--- src/assert_macros.svh ---
// Assertion macros shared by the cache RTL.
`ifndef ASSERT_MACROS_SVH
`define ASSERT_MACROS_SVH

// Property checked on every rising edge of clk_i outside reset.
`define LKV_ASSERT(lbl, prop) \
  lbl: assert property (@(posedge clk_i) disable iff (!rst_ni) (prop)) \
    else $error("lkv assertion failed");

// Condition that must never hold outside reset.
`define LKV_ASSERT_NEVER(lbl, cond) \
  `LKV_ASSERT(lbl, !(cond))

`endif

--- src/lkv_pkg.sv ---
// Shared types and constants for the LRU key/value cache.
`timescale 1ns / 1ps
package lkv_pkg;

  localparam int unsigned VALUE_W = 32;
  localparam int unsigned CAP_W   = 5;
  localparam logic [CAP_W-1:0] CAP_RESET = 5'd16;

  typedef enum logic [0:0] {
    FUNC_GET = 1'b0,
    FUNC_PUT = 1'b1
  } func_e;

endpackage

--- src/lru_key_value_cache.sv ---
// Fully associative key/value cache with LRU replacement, built as a recency chain.
// A transfer's result is held in the output register from the next cycle on.
// Throughput: one get or put per cycle while no held result waits; the limit is the
// combinational parallel key compare over all MaxEntries cells and the chain shift.
// Reset: asynchronous, active low; cache empty, capacity register at 16.
`timescale 1ns / 1ps
`include "assert_macros.svh"
module lru_key_value_cache import lkv_pkg::*; #(
  parameter int MaxEntries = 16,
  parameter int KeyBits    = 16
) (
  input  logic               clk_i,
  input  logic               rst_ni,
  // capacity register
  input  logic               capacity_we_i,
  input  logic [CAP_W-1:0]   capacity_i,
  // request channel
  input  logic               in_valid_i,
  output logic               in_ready_o,
  input  logic [0:0]         func_i,
  input  logic [KeyBits-1:0] key_i,
  input  logic [VALUE_W-1:0] value_i,
  // response channel
  output logic               out_valid_o,
  input  logic               out_ready_i,
  output logic               found_o,
  output logic [VALUE_W-1:0] read_value_o
);

  localparam int CntW = $clog2(MaxEntries + 1);
  localparam int IdxW = (MaxEntries > 1) ? $clog2(MaxEntries) : 1;
  localparam int CmpW = (CntW > int'(CAP_W)) ? CntW : int'(CAP_W);

  // Cell 0 is the most recent entry; valid cells always fill 0..count-1.
  logic [MaxEntries-1:0] cell_valid;
  logic [MaxEntries-1:0] cell_match;
  logic [MaxEntries-1:0] cell_shift;
  logic [KeyBits-1:0]    cell_key   [MaxEntries];
  logic [VALUE_W-1:0]    cell_value [MaxEntries];

  logic [CAP_W-1:0]   cap_q;
  logic [CntW-1:0]    count_q, count_d;
  logic               out_valid_q;
  logic               found_q;
  logic [VALUE_W-1:0] read_value_q;

  logic               in_xfer;
  logic               is_put;
  logic               hit;
  logic [IdxW-1:0]    hit_idx;
  logic [VALUE_W-1:0] hit_value;
  logic [CmpW-1:0]    eff_cap;
  logic               need_evict;
  logic [CntW-1:0]    move_pos;
  logic [VALUE_W-1:0] head_value;

  // Output register decouples the two sides: a new transfer is taken while the
  // held result is being drained.
  assign in_ready_o = !out_valid_q || out_ready_i;
  assign in_xfer    = in_valid_i && in_ready_o;
  assign is_put     = (func_e'(func_i) == FUNC_PUT);

  // Keys are unique in the chain, so the match vector is one-hot or empty and
  // index and value can be gathered by OR.
  always_comb begin
    hit_idx   = '0;
    hit_value = '0;
    for (int i = 0; i < MaxEntries; i++) begin
      if (cell_match[i]) begin
        hit_idx   = hit_idx | IdxW'(i);
        hit_value = hit_value | cell_value[i];
      end
    end
  end
  assign hit = |cell_match;

  // Capacity of zero acts as one; above the cell count it saturates.
  always_comb begin
    if (cap_q == '0) begin
      eff_cap = CmpW'(1);
    end else if (CmpW'(cap_q) > CmpW'(MaxEntries)) begin
      eff_cap = CmpW'(MaxEntries);
    end else begin
      eff_cap = CmpW'(cap_q);
    end
  end
  assign need_evict = CmpW'(count_q) >= eff_cap;

  // Every operation that changes order is "move cell move_pos to the front":
  // a hit moves the hit cell, an insert overwrites the oldest on eviction or
  // pulls in the first free cell otherwise.
  always_comb begin
    if (hit) begin
      move_pos = CntW'(hit_idx);
    end else if (need_evict) begin
      move_pos = count_q - CntW'(1);
    end else begin
      move_pos = count_q;
    end
  end

  always_comb begin
    for (int i = 0; i < MaxEntries; i++) begin
      cell_shift[i] = in_xfer && (hit || is_put) && (CntW'(i) <= move_pos);
    end
  end

  assign head_value = is_put ? value_i : hit_value;

  for (genvar g = 0; g < MaxEntries; g++) begin : g_cell
    if (g == 0) begin : g_head
      lkv_cell #(.KeyBits(KeyBits)) u_cell (
        .clk_i        (clk_i),
        .rst_ni       (rst_ni),
        .shift_i      (cell_shift[g]),
        .prev_valid_i (1'b1),
        .prev_key_i   (key_i),
        .prev_value_i (head_value),
        .lookup_key_i (key_i),
        .valid_o      (cell_valid[g]),
        .key_o        (cell_key[g]),
        .value_o      (cell_value[g]),
        .match_o      (cell_match[g])
      );
    end else begin : g_body
      lkv_cell #(.KeyBits(KeyBits)) u_cell (
        .clk_i        (clk_i),
        .rst_ni       (rst_ni),
        .shift_i      (cell_shift[g]),
        .prev_valid_i (cell_valid[g-1]),
        .prev_key_i   (cell_key[g-1]),
        .prev_value_i (cell_value[g-1]),
        .lookup_key_i (key_i),
        .valid_o      (cell_valid[g]),
        .key_o        (cell_key[g]),
        .value_o      (cell_value[g]),
        .match_o      (cell_match[g])
      );
    end
  end

  // Only an insert into a free cell grows the count; eviction keeps it level.
  always_comb begin
    count_d = count_q;
    if (in_xfer && is_put && !hit && !need_evict) begin
      count_d = count_q + CntW'(1);
    end
  end

  always_ff @(posedge clk_i or negedge rst_ni) begin
    if (!rst_ni) begin
      cap_q       <= CAP_RESET;
      count_q     <= '0;
      out_valid_q <= 1'b0;
    end else begin
      if (capacity_we_i) begin
        cap_q <= capacity_i;
      end
      count_q <= count_d;
      if (in_xfer) begin
        out_valid_q <= 1'b1;
      end else if (out_ready_i) begin
        out_valid_q <= 1'b0;
      end
    end
  end

  always_ff @(posedge clk_i) begin
    if (in_xfer) begin
      found_q      <= hit;
      read_value_q <= (hit && !is_put) ? hit_value : '0;
    end
  end

  assign out_valid_o  = out_valid_q;
  assign found_o      = found_q;
  assign read_value_o = read_value_q;

  // ---------------------------------------------------------------------------
  // Checks
  // ---------------------------------------------------------------------------
  logic [MaxEntries-1:0] count_therm;
  always_comb begin
    for (int i = 0; i < MaxEntries; i++) begin
      count_therm[i] = (CntW'(i) < count_q);
    end
  end

  `LKV_ASSERT_NEVER(a_count_max, count_q > CntW'(MaxEntries))
  `LKV_ASSERT(a_valid_packed, cell_valid == count_therm)
  `LKV_ASSERT(a_unique_keys, $onehot0(cell_match))
  `LKV_ASSERT(a_xfer_result, in_xfer |=> out_valid_q)

endmodule

--- src/lkv_cell.sv ---
// One entry of the recency-ordered chain: holds a key/value pair and shifts it on.
`timescale 1ns / 1ps
module lkv_cell import lkv_pkg::*; #(
  parameter int KeyBits = 16
) (
  input  logic                clk_i,
  input  logic                rst_ni,
  input  logic                shift_i,
  input  logic                prev_valid_i,
  input  logic [KeyBits-1:0]  prev_key_i,
  input  logic [VALUE_W-1:0]  prev_value_i,
  input  logic [KeyBits-1:0]  lookup_key_i,
  output logic                valid_o,
  output logic [KeyBits-1:0]  key_o,
  output logic [VALUE_W-1:0]  value_o,
  output logic                match_o
);

  logic               valid_q;
  logic [KeyBits-1:0] key_q;
  logic [VALUE_W-1:0] value_q;

  always_ff @(posedge clk_i or negedge rst_ni) begin
    if (!rst_ni) begin
      valid_q <= 1'b0;
    end else if (shift_i) begin
      valid_q <= prev_valid_i;
    end
  end

  always_ff @(posedge clk_i) begin
    if (shift_i) begin
      key_q   <= prev_key_i;
      value_q <= prev_value_i;
    end
  end

  assign match_o = valid_q && (key_q == lookup_key_i);
  assign valid_o = valid_q;
  assign key_o   = key_q;
  assign value_o = value_q;

endmodule
--- config.mk ---
export PLATFORM = sky130hd
export DESIGN_NAME = lru_key_value_cache
export DESIGN_NICKNAME = d
export VERILOG_FILES = /design/src/lkv_pkg.sv /design/src/lru_key_value_cache.sv /design/src/lkv_cell.sv
export VERILOG_INCLUDE_DIRS = /design/src /design/src/src
export SDC_FILE = /design/constraint.sdc
export NUM_CORES = 1
export LEC_CHECK = 0
export ABC_CLOCK_PERIOD_IN_PS = 9200
export BUFFER_PORTS_ARGS = -buffer_cell sky130_fd_sc_hd__buf_2
export CORE_ASPECT_RATIO = 0.8
export CORE_MARGIN = 2
export CORE_UTILIZATION = 35
export CTS_CLUSTER_DIAMETER = 150
export DETAILED_ROUTE_END_ITERATION = 10
export SLEW_MARGIN = 20
export SYNTH_ARGS = -nofsm -noshare
export SYNTH_HDL_FRONTEND = slang
export SYNTH_SLANG_ARGS = --single-unit
--- constraint.sdc ---
create_clock -name clk_i -period 9.2 [get_ports clk_i]
set_input_delay 1.38 -clock clk_i [delete_from_list [all_inputs] [get_ports clk_i]]
set_output_delay 1.38 -clock clk_i [all_outputs]
set_load 0.02 [all_outputs]
==> impl_metrics.toml <==
[sta]
finalCritPeriodShare_pct = 68.2
rsz0062_at_grt = "no"
setup_viol = 0
fin_crit_ns = 6.28
max_slew_margin_pct = 27.0
setup_tns_ns = 0
finalHoldViolCount = 0
slew_violations = 0
finClkSkew_ns = 0.0560
fmax_mhz = 159
tightest_slew_ns = 1.09

[setup_path]
cp_max_fo = 36
worstSetupPathType = "in -> reg"
critPathArrivalTime_ns = 6.61
reg2reg_setup_slack_ns = 3.82
crit_path_end = "g_cell[7].g_body.u_cell.value_o[11]$_DFFE_PP_"
worstPathRequired_ns = 9.53
r2r-end = "g_cell[7].g_body.u_cell.value_o[11]$_DFFE_PP_"
ff2ff_path_depth = 13
startpoint = "key_i[7]"
start_kind = "input pin"
endpoint_kind = "flip-flop"
reg2reg_from = "g_cell[14].g_body.u_cell.key_o[5]$_DFFE_PP_"

[yosys]
synth-edff-count = 801
synth_top_area_share_pct = 72.9
synthTopCellsByArea = "edfxtp_1, xnor2_1, xor2_1"
synth_cell_types = 65
syn_area_um2 = 33000
syn_inst = 1951
synth.yosys.seq_area_share_pct = 75.0
synthArstFlopShare_pct = 3.26
synth_ff_type = "edfxtp_1"
yosys_warnings = 0
avgSynthCellArea_um2 = 16.9
syn_nets = 2017
yosys.area.top_type = "edfxtp_1"
ys_ff_latch = 828

[global_route]
antenna_found_initial = 1
grt_pass1_wl_um = 132000
grt_max_degree = 57
track_usage_pct = 18.6
grt_pass1_vias = 19200
grt_overflow_total = 0

[floorplanning]
chipWidth_um = 347
io_pins = 94
core_area_um2 = 93200
rows = 100
die_area_um2 = 96700
die_h_um = 279
initial_utilization_pct = 35.4

[clocking]
clockBufferDepth = 3
cts-buffers-inserted = 83
root_buffer = "clkbuf_16"
clock_latency_ns = 0.66
cts.sinks = 828
cts_hold_buf = 0
htree_levels = 3
cts_setup_buffers = 0
cts_resized = 0
cts_tree = "done"
clk_pin_slew_worst_paths_ns = 0.07

[power_and_ir_drop]
seqPwrFrac_pct = 53.3
intPower_mw = 7.14
swShare_pct = 26.8
pwr-share-clk_pct = 35.6
max-vdd-ir-drop_mv = 0.127
p_leak_nw = 12.4
combPwrFrac_pct = 11.1
switching_power_mw = 2.61
power_density_nw_per_um2 = 259

[drt]
dr.first_iter.drc_count = 2151
drt-pass1-iter-count = 6
routed_wl_um = 91100
drtAntennaViolNets = 0
viasPerCell = 5.61
drc = 0
routedWlPerCell_um = 27.1
vias = 18900

[layout]
final_cell_mix = "edfxtp_1, xnor2_1, a22oi_1"
antenna_cells = 0
layout.nets = 2142
areaGrowthSynthToFinish_pct = 14.0
fin_cells = 3364
drive_gt1_share_pct = 14.9
mostFrequentLayoutCell = "edfxtp_1"

[place]
place.port_buffers = 93
place_inst = 3215
globalplace.congestion = 0.872
dp_hpwl_um = 53800

[worst_hold_path]
hp-class = "reg -> reg"
hold_depth = 0
min_from = "g_cell[2].g_body.u_cell.value_o[28]$_DFFE_PP_"

[status]
status = "complete, no violations"

[run]
maxCapViolCount = 0
-- stage by stage --
stage	util [%]	cell area (µm²)	power [mW]	hold WS, ns	setup WS (ns)
global route	40.3	37600	10.1	0.447	2.74
detailed placement	37.4	34800	6.33	0.433	2.36
CTS	40.3	37600	9.79	0.419	3.01
floorplan	-	33000	5.80	0.426	2.57
global placement	37.3	34800	6.29	0.428	2.45
finish	40.3	37600	9.75	0.411	2.92
-- flip-flops by register name, indices dropped and copies added (netlist names) --
register	cells
count_q	5
g_cell.g_head.u_cell.valid_o	1
g_cell.g_body.u_cell.key_o	240
g_cell.g_head.u_cell.key_o	16
g_cell.g_head.u_cell.value_o	32
g_cell.g_body.u_cell.value_o	480
read_value_o	32
g_cell.g_body.u_cell.valid_o	15
cap_q	5
out_valid_o	1
found_o	1
-- cell families after synthesis --
family,after synthesis,share of synthesized area [%]
muxes,52,1.70
xor gates and xnor gates,262,7.03
and+or+nand+nor,383,6.75
adders and majority gates,7,0.266
AOI/OAI and AO/OA,287,7.03
DFF,828,75.0
buffers and inverters,132,2.23
-- metal layers --
layer	track usage (%)	vias to the layer above	share of wire, %
li1	-	7918	-
met1	26.6	9621	43
met2	28.2	1111	44
met3	3.96	217	9.1
met4	6.31	2	3.1
met5	0	-	0.014
-- worst min path at each step --
stage	slack (ns)	to
global placement	0.43	g_cell[4].g_body.u_cell.value_o[23]$_DFFE_PP_
CTS	0.42	g_cell[3].g_body.u_cell.value_o[28]$_DFFE_PP_
finish	0.41	g_cell[3].g_body.u_cell.value_o[28]$_DFFE_PP_
floorplan	0.43	g_cell[10].g_body.u_cell.value_o[11]$_DFFE_PP_
global route	0.45	g_cell[15].g_body.u_cell.value_o[28]$_DFFE_PP_
detailed placement	0.43	g_cell[11].g_body.u_cell.value_o[22]$_DFFE_PP_
-- area by class of cell --
cell class	count	area (µm²)
Fill cell	8327	55600
Sequential cell	828	24700
Multi-Input combinational cell	991	7650
Clock buffer	96	2170
Tap cell	1224	1530
Timing Repair Buffer	128	758
Clock inverter	53	588
Inverter	44	171
-- cells in the mapped netlist (all sizes together) (7+ instances only) --
library cell,instances
nand2b,11
clkbuf,42
a22oi,128
nor2,92
o21ai,14
nor4,61
a221oi,64
nand2,48
ha,7
a22o,64
buf,46
inv,43
xnor2,135
mux2,20
nand4,38
or4,16
mux2i,32
xor2,127
or2,7
dfrtp,26
edfxtp,801
nand3,83
-- worst max-delay path, cell delays in order --
cell and delay, ns:
buf_2 0.54, xor2_1 0.18, or4_1 0.62, nor4_4 0.26, buf_4 0.60, nor4_2 0.18
nand4_4 0.19, o21ai_2 0.15, clkinv_2 0.60, nand2_2 0.36, a21boi_1 0.26, inv_2 0.79
buf_4 0.39
-- power by group through the flow --
stage,clock network [mW],registers (mW),logic (mW)
2_1_floorplan,0,5.14,0.657
3_3_place_gp,0,5.25,1.05
3_5_place_dp,0,5.26,1.07
4_1_cts,3.52,5.19,1.08
5_1_grt,3.66,5.25,1.16
6_report,3.47,5.19,1.09
Note: power is estimated with default switching activity, not from simulation.
